==> src/design/cmed_pkg.sv <==
// Shared types, byte constants and character-class helpers for the main-entry detector.
package cmed_pkg;

   localparam int BYTE_W = 8;
   localparam int KW_W   = 3;

   typedef enum logic [1:0] {
      MODE_CODE  = 2'd0,
      MODE_LINE  = 2'd1,
      MODE_BLOCK = 2'd2,
      MODE_QUOTE = 2'd3
   } lex_mode_type;

   // keyword match progress codes
   localparam logic [KW_W-1:0] KW_IDLE = 3'd0;
   localparam logic [KW_W-1:0] KW_M    = 3'd1;
   localparam logic [KW_W-1:0] KW_MA   = 3'd2;
   localparam logic [KW_W-1:0] KW_MAI  = 3'd3;
   localparam logic [KW_W-1:0] KW_MAIN = 3'd4;

   localparam logic [BYTE_W-1:0] CH_NEWLINE   = 8'h0A;
   localparam logic [BYTE_W-1:0] CH_SPACE     = 8'h20;
   localparam logic [BYTE_W-1:0] CH_TAB       = 8'h09;
   localparam logic [BYTE_W-1:0] CH_CR        = 8'h0D;
   localparam logic [BYTE_W-1:0] CH_DQUOTE    = 8'h22;
   localparam logic [BYTE_W-1:0] CH_SQUOTE    = 8'h27;
   localparam logic [BYTE_W-1:0] CH_LPAREN    = 8'h28;
   localparam logic [BYTE_W-1:0] CH_STAR      = 8'h2A;
   localparam logic [BYTE_W-1:0] CH_SLASH     = 8'h2F;
   localparam logic [BYTE_W-1:0] CH_BACKSLASH = 8'h5C;
   localparam logic [BYTE_W-1:0] CH_UNDERSCORE = 8'h5F;
   localparam logic [BYTE_W-1:0] CH_M         = 8'h6D;
   localparam logic [BYTE_W-1:0] CH_A         = 8'h61;
   localparam logic [BYTE_W-1:0] CH_I         = 8'h69;
   localparam logic [BYTE_W-1:0] CH_N         = 8'h6E;

   typedef struct packed {
      lex_mode_type    mode;
      logic            quote_is_single;
      logic            escape_pending;
      logic            slash_pending;
      logic            star_pending;
      logic            prev_was_ident;
      logic [KW_W-1:0] keyword_progress;
      logic            found_flag;
   } lex_state_type;

   localparam lex_state_type LEX_RESET_STATE = '{
      mode:             MODE_CODE,
      quote_is_single:  1'b0,
      escape_pending:   1'b0,
      slash_pending:    1'b0,
      star_pending:     1'b0,
      prev_was_ident:   1'b0,
      keyword_progress: KW_IDLE,
      found_flag:       1'b0
   };

   function automatic logic is_ident_byte(input logic [BYTE_W-1:0] c);
      return (c >= 8'h30 && c <= 8'h39) || (c >= 8'h41 && c <= 8'h5A) ||
             (c >= 8'h61 && c <= 8'h7A) || (c == CH_UNDERSCORE);
   endfunction

   function automatic logic is_space_byte(input logic [BYTE_W-1:0] c);
      return (c == CH_SPACE) || (c >= CH_TAB && c <= CH_CR);
   endfunction

endpackage

==> src/design/cmed_lexer.sv <==
// Next-state logic of the lexer: one source byte against the current scan state.
module cmed_lexer
   import cmed_pkg::*;
(
   input  lex_state_type     state_cur,
   input  logic [BYTE_W-1:0] text_byte,
   input  logic              first_byte,
   output lex_state_type     state_nxt
);

   lex_state_type   cur;
   logic [KW_W-1:0] kw_next;
   logic            kw_matched;
   logic            kw_hit;
   logic [BYTE_W-1:0] close_quote;
   logic            code_go;

   // start of file clears the scan before the byte is taken
   assign cur = first_byte ? LEX_RESET_STATE : state_cur;

   assign close_quote = cur.quote_is_single ? CH_SQUOTE : CH_DQUOTE;

   // keyword match on a code byte
   always_comb begin
      kw_next    = KW_IDLE;
      kw_matched = 1'b0;
      kw_hit     = 1'b0;
      case (cur.keyword_progress)
         KW_M: begin
            if (text_byte == CH_A) begin
               kw_next    = KW_MA;
               kw_matched = 1'b1;
            end
         end
         KW_MA: begin
            if (text_byte == CH_I) begin
               kw_next    = KW_MAI;
               kw_matched = 1'b1;
            end
         end
         KW_MAI: begin
            if (text_byte == CH_N) begin
               kw_next    = KW_MAIN;
               kw_matched = 1'b1;
            end
         end
         KW_MAIN: begin
            if (is_space_byte(text_byte)) begin
               kw_next    = KW_MAIN;
               kw_matched = 1'b1;
            end else if (text_byte == CH_LPAREN) begin
               kw_next    = KW_IDLE;
               kw_matched = 1'b1;
               kw_hit     = 1'b1;
            end
         end
         default: begin
            kw_matched = 1'b0;
         end
      endcase
      if (!kw_matched) begin
         kw_next = (text_byte == CH_M && !cur.prev_was_ident) ? KW_M : KW_IDLE;
      end
   end

   always_comb begin
      state_nxt = cur;
      code_go   = 1'b0;
      case (cur.mode)
         MODE_LINE: begin
            if (text_byte == CH_NEWLINE) begin
               state_nxt.mode = MODE_CODE;
            end
         end
         MODE_BLOCK: begin
            if (cur.star_pending && text_byte == CH_SLASH) begin
               state_nxt.mode         = MODE_CODE;
               state_nxt.star_pending = 1'b0;
            end else begin
               state_nxt.star_pending = (text_byte == CH_STAR);
            end
         end
         MODE_QUOTE: begin
            if (cur.escape_pending) begin
               state_nxt.escape_pending = 1'b0;
            end else if (text_byte == CH_BACKSLASH) begin
               state_nxt.escape_pending = 1'b1;
            end else if (text_byte == close_quote) begin
               state_nxt.mode = MODE_CODE;
            end
         end
         default: begin
            code_go = 1'b1;
            // resolve a pending slash: comment opener or plain code
            if (cur.slash_pending) begin
               state_nxt.slash_pending = 1'b0;
               if (text_byte == CH_SLASH) begin
                  state_nxt.mode = MODE_LINE;
                  code_go        = 1'b0;
               end else if (text_byte == CH_STAR) begin
                  state_nxt.mode         = MODE_BLOCK;
                  state_nxt.star_pending = 1'b0;
                  code_go                = 1'b0;
               end
            end
            if (code_go) begin
               state_nxt.keyword_progress = kw_next;
               if (kw_hit) begin
                  state_nxt.found_flag = 1'b1;
               end
               if (text_byte == CH_SLASH) begin
                  state_nxt.slash_pending = 1'b1;
               end else if (text_byte == CH_DQUOTE || text_byte == CH_SQUOTE) begin
                  state_nxt.mode            = MODE_QUOTE;
                  state_nxt.quote_is_single = (text_byte == CH_SQUOTE);
                  state_nxt.escape_pending  = 1'b0;
               end
            end
         end
      endcase
      state_nxt.prev_was_ident = is_ident_byte(text_byte);
   end

endmodule

==> src/design/c_main_entry_detector_core.sv <==
// Top level of the main-entry detector: stream ports, lexer state and result register.
//
// Usage: feed a C/C++ source file one byte per word on the req_ channel.
// req_tdata carries the byte, req_tuser marks the first byte of a file
// (clears all scan state before that byte is looked at) and req_tlast
// marks the final byte. Every accepted word yields exactly one rsp_ word:
// rsp_tdata[0] is the sticky "main(" verdict seen so far, rsp_tlast echoes
// req_tlast so the word carrying it holds the final verdict.
// rsp_tvalid rises in the cycle after a request is accepted.
// Throughput: one byte per cycle while the receiver keeps up; the lexer
// update is a single level of byte compares between the state register and itself.
// Reset (synchronous, active high) returns the lexer to ordinary code and
// empties the result register.
// When the receiver stalls, the result register holds its word and
// req_tready drops only while that register is full and not being drained;
// a word taken in the same cycle frees the slot for the next byte.
module c_main_entry_detector_core
   import cmed_pkg::*;
(
   input  logic       clock,
   input  logic       reset,
   input  logic       req_tvalid,
   output logic       req_tready,
   input  logic [7:0] req_tdata,   // [7:0] text_byte
   input  logic       req_tuser,   // [0] first_byte
   input  logic       req_tlast,   // last_byte
   output logic       rsp_tvalid,
   input  logic       rsp_tready,
   output logic [7:0] rsp_tdata,   // [0] entry_found, [7:1] zero
   output logic       rsp_tlast    // end_of_file
);

   lex_state_type state_ff;
   lex_state_type state_in;
   logic          rsp_valid_ff;
   logic          rsp_valid_in;
   logic          found_ff;
   logic          found_in;
   logic          eof_ff;
   logic          eof_in;
   logic          req_take;

   // accept while the result slot is empty or draining this cycle
   assign req_tready = !rsp_valid_ff || rsp_tready;
   assign req_take   = req_tvalid && req_tready;

   cmed_lexer u_lexer (
      .state_cur  (state_ff),
      .text_byte  (req_tdata),
      .first_byte (req_tuser),
      .state_nxt  (state_in)
   );

   always_comb begin
      rsp_valid_in = rsp_valid_ff;
      found_in     = found_ff;
      eof_in       = eof_ff;
      if (req_take) begin
         rsp_valid_in = 1'b1;
         found_in     = state_in.found_flag;
         eof_in       = req_tlast;
      end else if (rsp_tready) begin
         rsp_valid_in = 1'b0;
      end
   end

   // lexer state advances only on an accepted byte
   always_ff @(posedge clock) begin
      if (reset) begin
         state_ff     <= LEX_RESET_STATE;
         rsp_valid_ff <= 1'b0;
      end else begin
         rsp_valid_ff <= rsp_valid_in;
         if (req_take) begin
            state_ff <= state_in;
         end
      end
   end

   // result payload: hold until a new word replaces it
   always_ff @(posedge clock) begin
      found_ff <= found_in;
      eof_ff   <= eof_in;
   end

   assign rsp_tvalid = rsp_valid_ff;
   assign rsp_tdata  = {7'd0, found_ff};
   assign rsp_tlast  = eof_ff;

endmodule

==> config.mk <==
export PLATFORM = sky130hd
export DESIGN_NAME = c_main_entry_detector_core
export DESIGN_NICKNAME = d
export VERILOG_FILES = /design/src/design/cmed_pkg.sv /design/src/design/cmed_lexer.sv /design/src/design/c_main_entry_detector_core.sv
export SDC_FILE = /design/constraint.sdc
export NUM_CORES = 1
export LEC_CHECK = 0
export BUFFER_PORTS_ARGS = -buffer_cell sky130_fd_sc_hd__buf_2
export CAP_MARGIN = 10
export CORE_UTILIZATION = 45
export CTS_BUF_LIST = sky130_fd_sc_hd__clkbuf_4
export CTS_CLUSTER_SIZE = 12
export DETAILED_ROUTE_END_ITERATION = 12
export PLACE_DENSITY = 0.73
export SETUP_SLACK_MARGIN = 0.5
export SYNTH_ARGS = -nofsm -noshare
export SYNTH_HDL_FRONTEND = slang
export SYNTH_SLANG_ARGS = --single-unit
==> constraint.sdc <==
create_clock -name clock -period 2.5 [get_ports clock]
set_clock_uncertainty 0.15 [all_clocks]
set_input_delay 0.25 -clock clock [delete_from_list [all_inputs] [get_ports clock]]
set_output_delay 0.25 -clock clock [all_outputs]
set_load 0.005 [all_outputs]
# Word-level counts from Yosys, hierarchy flattened
# Index checks and enable logic that the tools add are counted.
dict set report word_totals {
  output_inout_bits 11
  ff_bits 14
  word_cells 108
  in_bits 14
}
dict set report classes {
  order_cmp 8
  n_eq_ne 21
  n_reduce_logical 19
  n_mux 49
}
# op n
set op_table {}
lappend op_table {{== test 8 x 6 -> 1 bit, second input constant} 6}
lappend op_table {{== test 8 x 7 -> 1 bit, second input constant} 6}
lappend op_table {{two-way mux 1 bit} 24}
lappend op_table {{two-way mux 2 bit} 10}
lappend op_table {{greater-or-equal comparator 8 x 7 -> 1 bit, second input constant} 2}
lappend op_table {{<= comparator 8 x 7 -> 1 bit, second input constant} 2}
lappend op_table {{two-way mux 4 bit} 4}
lappend op_table {{two-way mux 3 bit} 4}
lappend op_table {{case mux 3 bit (4 select lines)} 1}
lappend op_table {{two-way mux 11 bit} 1}
lappend op_table {{== test 8 x 4 -> 1 bit, second input constant} 1}
lappend op_table {{== test 8 bit} 1}
lappend op_table {{greater-or-equal comparator 8 x 4 -> 1 bit, second input constant} 1}
lappend op_table {{greater-or-equal comparator 8 x 6 -> 1 bit, second input constant} 1}
lappend op_table {{<= comparator 8 x 4 -> 1 bit, second input constant} 1}
lappend op_table {{<= comparator 8 x 6 -> 1 bit, second input constant} 1}
lappend op_table {{logical AND 1 bit} 7}
lappend op_table {{== test 3 x 2 -> 1 bit, second input constant} 2}
lappend op_table {{logical OR 1 bit} 6}
lappend op_table {{case mux 2 bit (3 select lines)} 1}
lappend op_table {{two-way mux 5 bit} 1}
lappend op_table {{== test 2 bit, second input constant} 2}
lappend op_table {{case mux 1 bit (2 select lines)} 2}
lappend op_table {{case mux 1 bit (4 select lines)} 1}
lappend op_table {{7 further kinds} 9}

# Longest topological paths before layout
# Gate-level depths: netlist (run 1).
dict set report depth {
  depth_word 8
  mapped_depth 9
  ltp_nobuf 7
}

# By module
# Synthesis (run 1) repeated with hierarchy kept, for this count alone.
dict set report unflattened {
  hier_cells 179
  area_unflattened_um2 1402.6
}
# module n_inst seq_area_each_um2 area_per_inst_um2 cells_each
set by_module_without_submodules {}
lappend by_module_without_submodules {cmed_lexer 1 0.0 725.7 113}
lappend by_module_without_submodules {c_main_entry_detector_core 1 300.3 676.9 66}

# Worst setup path before layout (run 1)
# OpenSTA, ideal clock, no wires.
dict set report synth_timing {
  kind {input port to flip-flop}
  start {input port req_tuser}
  end {register state_ff[0] (netlist bit)}
  path_buffers 2
  setup_slack_ns 0.257
  setup_ns 0.114
  stages 8
  arrival_time_ns 1.979
  required_ns 2.236
  path_cell_list {clkbuf_1 > clkbuf_1 > nand2b_1 > ha_1 > inv_1 > a41oi_1 > a41oi_1 > a2111oi_0}
}
dict set report synth_between {
  elab_chain_cells 6
  elab_cells_between_ends 12
  classes_between {4 x eq/ne; 7 x mux; 1 x reduce/logical}
}
# element line
set synth_lines {}
lappend synth_lines {{start, declared} c_main_entry_detector_core.sv:25} ;# input logic req_tuser,
lappend synth_lines {{two-way mux 11 bit (*)} cmed_lexer.sv:19} ;# assign cur = first_byte ? LEX_RESET_STATE : state_cur;
lappend synth_lines {{== test 3 bit} cmed_lexer.sv:28} ;# case (cur.keyword_progress)
lappend synth_lines {{two-way mux 1 bit} cmed_lexer.sv:28}
lappend synth_lines {{two-way mux 1 bit} cmed_lexer.sv:108} ;# if (kw_hit) begin
lappend synth_lines {{two-way mux 4 bit} cmed_lexer.sv:106} ;# if (code_go) begin
lappend synth_lines {{two-way mux 4 bit (*)} cmed_lexer.sv:69} ;# case (cur.mode)
lappend synth_lines {{end signal, assigned} c_main_entry_detector_core.sv:75} ;# state_ff <= state_in;
lappend synth_lines {{end, declared} c_main_entry_detector_core.sv:33} ;# lex_state_type state_ff;
# Mark *: on every way between the ends. The rest lies on a longest branch, timed or not. The select of a mux whose other input is x is not followed.
# A chain may end at the register's enable or synchronous reset.

# Worst setup path in the final report (run 1)
dict set report layout_timing {
  start {register state_ff[9] (netlist bit)}
  end {register state_ff[7] (netlist bit)}
}
dict set report layout_between {
  elab_chain_cells 4
  elab_cells_between_ends 6
  classes_between {3 x eq/ne; 2 x mux; 1 x reduce/logical}
}
# element line
set layout_lines {}
lappend layout_lines {{two-way mux 11 bit (*)} cmed_lexer.sv:19}
lappend layout_lines {{== test 2 x 1 -> 1 bit / == test 2 bit (equally long branches)} cmed_lexer.sv:69}
lappend layout_lines {{OR reduction 2 bit (no line)} -}
lappend layout_lines {{case mux 1 bit (2 select lines) (*)} cmed_lexer.sv:69}
# Mark *: on every way between the ends. The rest lies on a longest branch, timed or not.

==> results of run 1 <==
[final cells by class]
cell class	count	area, um2	area share (%)
multi-input cells	125	865	62.6
flip-flops and latches	14	300	21.8
repair buffers	21	118	8.52
well taps	30	37.5	2.72
inverters	9	33.8	2.45
clock buffers	3	22.5	1.63
clock inverters	1	3.75	0.272
[report_power, final]
group / internal, uW / total [uW] / switching, uW
combinational: 35.9 / 99.6 / 63.7
sequential: 233 / 236 / 2.53
clock: 58.2 / 146 / 87.4
total: 327 / 481 / 154
[per-layer routing]
layer | track usage, % | part of all wire (%)
met1 | 29.7 | 45
met2 | 39.6 | 49
met3 | 5.00 | 5.9
met4 | 5.56 | 0.43
met5 | 0 | 0
[placed cells by master, fill, tap and decap left out, types with 3 or more instances in the layout]
cell / synthesis / routed
o21ai_0: 11 / 11
conb_1: 1 / 7
nor4_1: 3 / 3
nand4_1: 3 / 3
and2_1: 3 / 3
and3_1: 4 / 4
nand2_1: 13 / 13
clkbuf_4: 0 / 3
dfxtp_1: 12 / 12
nand3_1: 3 / 3
inv_1: 9 / 8
buf_4: 8 / 3
o211ai_1: 3 / 3
nor4b_1: 3 / 3
nor3b_1: 4 / 3
ha_1: 4 / 4
nor2_1: 11 / 11
buf_2: 1 / 17
a21oi_1: 8 / 8
nand2b_1: 5 / 3
[per-stage QoR]
| step | std cells | hold WS [ns] | area (um2) | power [uW] | setup WS (ns) |
|---|---|---|---|---|---|
| 2_1_floorplan | 167 | 0.183 | 1300 | 315 | 0.549 |
| 3_3_place_gp | 198 | 0.280 | 1330 | 334 | 0.435 |
| 3_5_place_dp | 198 | 0.287 | 1330 | 336 | 0.394 |
| 4_1_cts | 203 | 0.0391 | 1370 | 479 | 0.553 |
| 5_1_grt | 203 | 0.0340 | 1380 | 503 | 0.543 |
| 6_report | 203 | 0.0381 | 1380 | 481 | 0.620 |
[timing repair]
item	4_1_cts	5_1_grt
endpoints found under the setup margin	0	6
hold buffers	1	0
hold endpoints to repair	1	0
resized for setup	0	2
[path summary, 6_finish.rpt]
check                                start                  endpoint  cells after the start
setup / recovery  state_ff[9]$_SDFFE_PP0P_  state_ff[7]$_SDFFE_PP0P_                      7
hold / removal                  req_tvalid   rsp_tvalid$_SDFFE_PP0P_                      3
setup reg to reg  state_ff[9]$_SDFFE_PP0P_  state_ff[7]$_SDFFE_PP0P_                      7
hold reg to reg   state_ff[5]$_SDFFE_PP0P_  state_ff[5]$_SDFFE_PP0P_                      2
[kinds of logic after synthesis]
| kind of cell | count (synthesis) |
|---|---|
| and+or+nand+nor | 70 |
| AOI/OAI and AO/OA | 43 |
| buffers and inverters | 28 |
| DFF | 14 |
| adders and majority gates | 4 |
| xor gates and xnor gates | 1 |
| other | 1 |
[worst register-to-register path, cell delays in order, from the launching register on]
cell and delay, ns:
dfxtp_1 0.39, nand2b_4 0.09, inv_1 0.09, ha_1 0.18
nand3_1 0.14, o31a_1 0.32, a311o_1 0.33, a21oi_1 0.14
[state kept, by name, indices dropped and copies added, names as in the netlist]
register and flops:
state_ff 11, rsp_tvalid 1, found_ff 1, rsp_tlast 1
==> run_results.csv, run 1 <==
group,metric,value,unit
status,status,"complete, no violations",
layout,fillers,260,
timing,finalSetupTns,0,ns
timing,setup_viol,0,
grt,first_global_vias,1097,
detailed_routing,avgViaCountPerCell,6.31,
critical_path,rrSetupSlack,0.62,ns
die,dieArea,3010,um2
die,die_w,54.9,um
timing,rsz0062_at_grt,"no",
timing,worst_slew_margin_rel,65.2,%
synthesis,yosys-top-cells-count,"nand2_1, dfxtp_1, nor2_1, o21ai_0, inv_1",
timing,finalCriticalPeriod,1.88,ns
synthesis,synthAdderAreaFrac,3.98,%
layout,syn2layout_area_growth,9.64,%
synthesis,yosys.area.top_type,"dfxtp_1",
synthesis,ys_top_cells_by_area,"dfxtp_1, buf_4, edfxtp_1",
clocking,clock_path_buffers,2,
clocking,cts_buffers,3,
synthesis,yosys_warnings,0,
synthesis,synth_compound_area_share,25.4,%
grt,grt_pass1_wl,5.00,mm
layout,diodes,0,
critical_path,endpoint_kind,"flip-flop",
synthesis,synth_top_family_by_area,"simple AND/OR/NAND/NOR gates",
detailed_routing,wl_per_cell,15.0,um
power,p_leak,0.000528,uW
critical_path,max_stage_delay,0.39,ns
synthesis,synthXorXnorAreaFrac,0.696,%
detailed_routing,wirelength,3.04,mm
clocking,root_buffer,"clkbuf_4",
synthesis,yosysSeqAreaShare,23.9,%
synthesis,synth_ff_type,"dfxtp_1",
grt,track_usage,23.4,%
synthesis,synthMuxAreaShare,0,%
die,rows,18,
placement,place_hpwl,2.19,mm
detailed_routing,drt_iter0_markers,38,
die,die_y,54.9,um
clocking,cts_tree,"done",
detailed_routing,dr.pass1.iters,5,
timing,finalCritPeriodShare,75.2,%
synthesis,yosysTopAreaCellShare,19.1,%
detailed_routing,dr_total_vias,1280,
synthesis,synth_edf_count,2,
synthesis,synth.distinct_cells,52,
synthesis,ys_ff_latch,14,
timing,max_freq,532,MHz
critical_path,crit_required,2.58,ns
grt,grt_overflow,0,
clocking,cts_setup_buffers,0,
grt,antenna_found_initial,0,
critical_path,arrival,1.96,ns
clocking,cts_max_level,1,
layout,fin_nets,192,
critical_path,cp_num_buf_inv,1,
synthesis,syn_area,1260,um2
clocking,clk-insertion-delay-late,0.30,ns
power,peakVddDrop,0.000267,V
timing,finalHoldViolations,0,
die,io_pins,25,
synthesis,synthSimpleGateAreaFrac,34.3,%
critical_path,worstSetupPathType,"reg2reg",
power,powerDensity,349,nW/um2
hold_path,hp-class,"in2reg",
detailed_routing,drc,0,
placement,port_buffers,17,
die,fp.coreArea,2570,um2
synthesis,yosysMostFrequentCell,"nand2_1",
critical_path,slowest_stage,"dfxtp_1",
synthesis,synth.avg_cell_area,7.82,um2
clocking,clk_pin_slew,0.09,ns
timing,drv_slew,0,
clocking,cts.sinks,14,
placement,gp_congestion,0.847,
layout,finish.utilization,53.8,%
run,maxCapViolCount,0,
die,start_util,49.0,%
detailed_routing,ant_nets,0,
timing,worst-slew-pin-transition,0.515,ns
critical_path,start_kind,"flip-flop",
critical_path,cp_top_family,"compound AO/OA/AOI/OAI gates",
critical_path,crit_fanout,5,
synthesis,syn_inst,161,
layout,drive_gt1_share,20.8,%
critical_path,critical_path.cell_chain,"nand2b_4, inv_1, ha_1, nand3_1, o31a_1, a311o_1, a21oi_1",
grt,grt_max_degree,18,
synthesis,async_reset_ff_share,0,%
Note: power is estimated with default switching activity, not from simulation.
==> run 2: changes to the inputs <==
==> constraint.sdc (replaced) <==
create_clock -name clock -period 1.91 [get_ports clock]
set_clock_uncertainty 0.15 [all_clocks]
set_input_delay 0.191 -clock clock [delete_from_list [all_inputs] [get_ports clock]]
set_output_delay 0.191 -clock clock [all_outputs]
set_load 0.005 [all_outputs]
==> run_results.csv, run 2 (same netlist as run 1, synthesis figures left out) <==
group,metric,value,unit
layout,layout_commonest_cell,"buf_4",
clocking,root_buffer,"clkbuf_4",
layout,mostFrequentLayoutCells,"buf_4, buf_2, nand2_1",
critical_path,reg2reg_depth,5,
critical_path,reg2reg_to,"state_ff[10]$_SDFFE_PP0P_",
clocking,clk-insertion-delay-late,0.28,ns
detailed_routing,drc,0,
layout,design_area,1790,um2
timing,finalHoldViolations,0,
detailed_routing,wl_per_cell,17.6,um
detailed_routing,wirelength,4.09,mm
layout,diodes,0,
detailed_routing,avgViaCountPerCell,6.27,
grt,antenna_found_initial,0,
layout,fin_nets,222,
placement,placed_cells,215,
detailed_routing,dr.pass1.iters,6,
die,start_util,49.0,%
hold_path,holdPathStages,3,
clocking,clk_pin_slew,0.09,ns
timing,finalCriticalPeriod,1.74,ns
clocking,clock_path_buffers,2,
placement,gp_congestion,0.878,
placement,place_hpwl,2.60,mm
timing,worst_slew_margin_rel,66.8,%
clocking,cts.sinks,14,
die,die_w,54.9,um
placement,port_buffers,17,
layout,largest_reg_flops,11,
critical_path,worstSetupPathType,"reg2reg",
critical_path,crit_required,1.92,ns
timing,max_freq,575,MHz
critical_path,endpoint_kind,"flip-flop",
die,dieArea,3010,um2
die,fp.coreArea,2570,um2
critical_path,reg2reg_from,"state_ff[7]$_SDFFE_PP0P_",
timing,drv_slew,0,
grt,grt_max_degree,16,
placement,placed_area,1510,um2
hold_path,worstHoldStart,"rsp_tready",
grt,first_global_vias,1332,
layout,stdcell_count,233,
timing,setup_viol,0,
timing,worst-slew-pin-transition,0.494,ns
layout,top_register,"state_ff",
timing,rsz0062_at_grt,"yes",
grt,grt_overflow,0,
clocking,cts_buffers,3,
die,die_y,54.9,um
clocking,cts_max_level,1,
layout,drive_gt1_share,45.3,%
power,peakVddDrop,0.000373,V
timing,finalSetupTns,0,ns
critical_path,rrSetupSlack,0.17,ns
hold_path,hp-class,"in2reg",
hold_path,hold_path_end,"rsp_tvalid$_SDFFE_PP0P_",
timing,finalCritPeriodShare,91.1,%
layout,syn2layout_area_growth,42.4,%
critical_path,arrival,1.75,ns
detailed_routing,dr_total_vias,1461,
grt,grt_pass1_wl,5.53,mm
critical_path,start_kind,"flip-flop",
timing,holdWs,0.0766,ns
run,maxCapViolCount,0,
clocking,cts_tree,"done",
detailed_routing,ant_nets,0,
status,status,"complete, no violations",
detailed_routing,drt_iter0_markers,69,
power,p_leak,0.000703,uW
power,powerDensity,388,nW/um2
die,rows,18,
die,io_pins,25,
grt,track_usage,26.1,%
critical_path,crit_fanout,2,
## run 2: stage by stage
stage / setup slack [ns] / power [uW] / util, %
detailed placement: -0.116 / 470 / 58.8
global route: 0.132 / 725 / 69.8
finish: 0.170 / 696 / 69.8
CTS: 0.201 / 662 / 64.5
floorplan: 0.127 / 425 / -
global placement: 0.0198 / 466 / 58.8
## run 2: metal layers
metal,vias to the layer above,track usage [%],part of all wire [%]
li1,665,-,-
met1,695,27.4,39
met2,77,46.2,50
met3,24,5.83,7.0
met4,0,16.7,4.0
met5,-,0,0
## run 2: how the worst max path moves through the flow
stage,to,depth (start not counted),slack (ns),startpoint
after floorplan,state_ff[10]$_SDFFE_PP0P_,6,0.13,req_tdata[4]
after global placement,state_ff[10]$_SDFFE_PP0P_,6,0.02,req_tdata[7]
after detailed placement,state_ff[10]$_SDFFE_PP0P_,6,-0.12,req_tdata[7]
after CTS,state_ff[10]$_SDFFE_PP0P_,5,0.20,state_ff[8]$_SDFFE_PP0P_
after global routing,state_ff[10]$_SDFFE_PP0P_,5,0.13,state_ff[7]$_SDFFE_PP0P_
final,state_ff[10]$_SDFFE_PP0P_,5,0.17,state_ff[7]$_SDFFE_PP0P_
## run 2: power breakdown
part / switching, uW / internal, uW
combinational: 114 / 90.2
clock: 106 / 75.8
sequential: 3.99 / 306
## run 2: final cells by class
class | count | area [um2]
multi-input cells | 125 | 1010
inverters | 9 | 45.0
clock buffers | 3 | 22.5
well taps | 30 | 37.5
fillers | 202 | 774
flip-flops and latches | 14 | 307
clock inverters | 1 | 3.75
repair buffers | 51 | 372
## run 2: worst max-delay path, cell delays in order (launching register included)
cell and delay [ns]:
dfxtp_2 0.32, or4_1 0.52, o211ai_1 0.15, a21boi_2 0.10
o311ai_2 0.25, a31oi_1 0.13
## run 2: what timing repair did
action / 4_1_cts / 5_1_grt
gates resized for setup: 17 / 23
pin swaps: 10 / 11
cloned: 0 / 0
endpoints found under the setup margin: 11 / 12
endpoints found under the hold margin: 2 / 0
hold buffers: 2 / 0
buffers inserted: 6 / 6
==> run 3: changes to the inputs <==
--- a/config.mk
+++ b/config.mk
@@ -7,11 +7,13 @@
 export LEC_CHECK = 0
 export BUFFER_PORTS_ARGS = -buffer_cell sky130_fd_sc_hd__buf_2
 export CAP_MARGIN = 10
-export CORE_UTILIZATION = 45
+export CELL_PAD_IN_SITES_DETAIL_PLACEMENT = 0
+export CELL_PAD_IN_SITES_GLOBAL_PLACEMENT = 1
+export CORE_UTILIZATION = 41
 export CTS_BUF_LIST = sky130_fd_sc_hd__clkbuf_4
 export CTS_CLUSTER_SIZE = 12
 export DETAILED_ROUTE_END_ITERATION = 12
-export PLACE_DENSITY = 0.73
+export PLACE_DENSITY = 0.87
 export SETUP_SLACK_MARGIN = 0.5
 export SYNTH_ARGS = -nofsm -noshare
 export SYNTH_HDL_FRONTEND = slang
==> constraint.sdc (replaced) <==
create_clock -name clock -period 1.91 [get_ports clock]
set_clock_uncertainty 0.15 [all_clocks]
set_input_delay 0.0955 -clock clock [delete_from_list [all_inputs] [get_ports clock]]
set_output_delay 0.0955 -clock clock [all_outputs]
set_load 0.005 [all_outputs]
==> run_results.csv, run 3 (same netlist as run 1, synthesis figures left out) <==
group,metric,value,unit
layout,drive_gt1_share,40.9,%
timing,max_freq,576,MHz
clocking,root_buffer,"clkbuf_4",
layout,fillers,260,
power,power.switching,216,uW
placement,gp_congestion,0.856,
detailed_routing,wl_per_cell,16.4,um
critical_path,rrSetupSlack,0.17,ns
clocking,clock_path_buffers,2,
layout,finish.utilization,59.4,%
layout,top_register,"state_ff",
critical_path,crit_required,1.93,ns
timing,drv_slew,0,
die,die_w,57.4,um
power,p_seq_share,45.9,%
layout,regArea,307,um2
critical_path,endpoint_kind,"flip-flop",
timing,holdWs,-0.00829,ns
grt,first_global_vias,1297,
grt,grt_max_degree,14,
die,rows,19,
run,maxCapViolCount,0,
detailed_routing,dr.pass1.iters,11,
grt,grt_overflow,0,
timing,rsz0062_at_grt,"yes",
detailed_routing,ant_nets,0,
die,dieArea,3300,um2
placement,placed_cells,210,
clocking,clk-insertion-delay-late,0.29,ns
power,total_power,673,uW
layout,syn2layout_area_growth,33.5,%
detailed_routing,drc,2,
timing,finalSetupTns,0,ns
timing,finalHoldViolations,1,
hold_path,hp-class,"in2reg",
power,powerDensity,401,nW/um2
status,status,"finished with violations",
power,p_leak,0.000640,uW
layout,layout_commonest_cell,"buf_4",
clocking,cts_tree,"done",
detailed_routing,dr_total_vias,1368,
detailed_routing,avgViaCountPerCell,6.11,
power,pwr-share-comb,27.3,%
clocking,cts_buffers,3,
layout,fin_nets,212,
die,io_pins,25,
grt,antenna_found_initial,0,
grt,track_usage,22.6,%
power,peakVddDrop,0.000513,V
layout,multi_input_area,986,um2
critical_path,critical_path.cell_chain,"inv_1, o41ai_4, o211ai_2, o311ai_2, a31oi_1",
critical_path,start_kind,"flip-flop",
clocking,cts_max_level,1,
critical_path,worstSetupPathType,"reg2reg",
placement,port_buffers,17,
critical_path,max_stage_delay,0.41,ns
grt,grt_pass1_wl,5.81,mm
placement,place_hpwl,2.47,mm
critical_path,slowest_stage,"o41ai_4",
power,swShare,32.1,%
power,pwr-share-clk,26.8,%
detailed_routing,wirelength,3.68,mm
detailed_routing,drt_iter0_markers,68,
power,p_int,457,uW
die,start_util,44.5,%
die,die_y,57.4,um
timing,finalCriticalPeriod,1.74,ns
layout,stdcell_count,224,
layout,largest_reg_flops,11,
critical_path,arrival,1.75,ns
die,fp.coreArea,2830,um2
timing,finalCritPeriodShare,90.9,%
clocking,clk_pin_slew,0.10,ns
critical_path,crit_fanout,2,
status,violations,"design-rule violations, negative hold slack",
clocking,cts.sinks,14,
layout,diodes,0,
timing,setup_viol,0,
layout,mostFrequentLayoutCells,"buf_4, buf_2, nor2_1, nand2_1",
-- run 3: cell types whose count changed in the layout (fill, tap and decap cells not counted), sizes merged --
cell,change
buf,-10
-- run 3: cell type report --
class / instances / share of cell area (%)
Multi-Input combinational cell: 125 / 58.7
Timing Repair Buffer: 41 / 16.5
Inverter: 9 / 2.68
Clock inverter: 1 / 0.223
Clock buffer: 3 / 1.34
Sequential cell: 14 / 18.2
Tap cell: 31 / 2.31
-- run 3: worst paths after layout --
| check | start | depth (start not counted) | to |
|---|---|---|---|
| worst max-delay path | state_ff[5]$_SDFFE_PP0P_ | 5 | state_ff[10]$_SDFFE_PP0P_ |
| worst min-delay path | rsp_tready | 3 | rsp_tvalid$_SDFFE_PP0P_ |
| worst max register to register | state_ff[5]$_SDFFE_PP0P_ | 5 | state_ff[10]$_SDFFE_PP0P_ |
| worst min register to register | state_ff[5]$_SDFFE_PP0P_ | 2 | state_ff[5]$_SDFFE_PP0P_ |
-- run 3: per-layer routing --
metal | share of wire [%] | track usage [%] | routed length [um] | up-vias
li1 | - | - | - | 647
met1 | 42 | 27.5 | 1550 | 643
met2 | 49 | 39.4 | 1790 | 70
met3 | 7.2 | 6.35 | 266 | 8
met4 | 1.7 | 4.88 | 64 | 0
met5 | 0 | 0 | 0 | -
-- run 3: critical path: cells and delay by family (launching register included) --
| family | cells | cell delay, ns |
|---|---|---|
| DFF | 1 | 0.34 |
| buffers and inverters | 1 | 0.11 |
| AOI/OAI and AO/OA | 4 | 1.03 |
-- run 3: what timing repair did --
action	4_1_cts	5_1_grt
pin swaps	11	5
buffers inserted	7	1
hold buffers	3	0
endpoints found under the hold margin	2	0
gates resized for setup	18	11
setup endpoints to repair	10	13
-- run 3: power groups by stage --
stage          registers [uW]  clock network (uW)  logic, uW
2_1_floorplan             315                   0        109
3_3_place_gp              315                   0        146
3_5_place_dp              315                   0        150
4_1_cts                   309                 185        176
5_1_grt                   310                 198        198
6_report                  309                 180        184
-- run 3: stage by stage --
stage	area (um2)	worst slack [ns]
5_1_grt	1680	0.106
4_1_cts	1650	0.256
3_5_place_dp	1470	0.0188
6_report	1680	0.174
2_1_floorplan	1390	0.223
3_3_place_gp	1470	0.0903
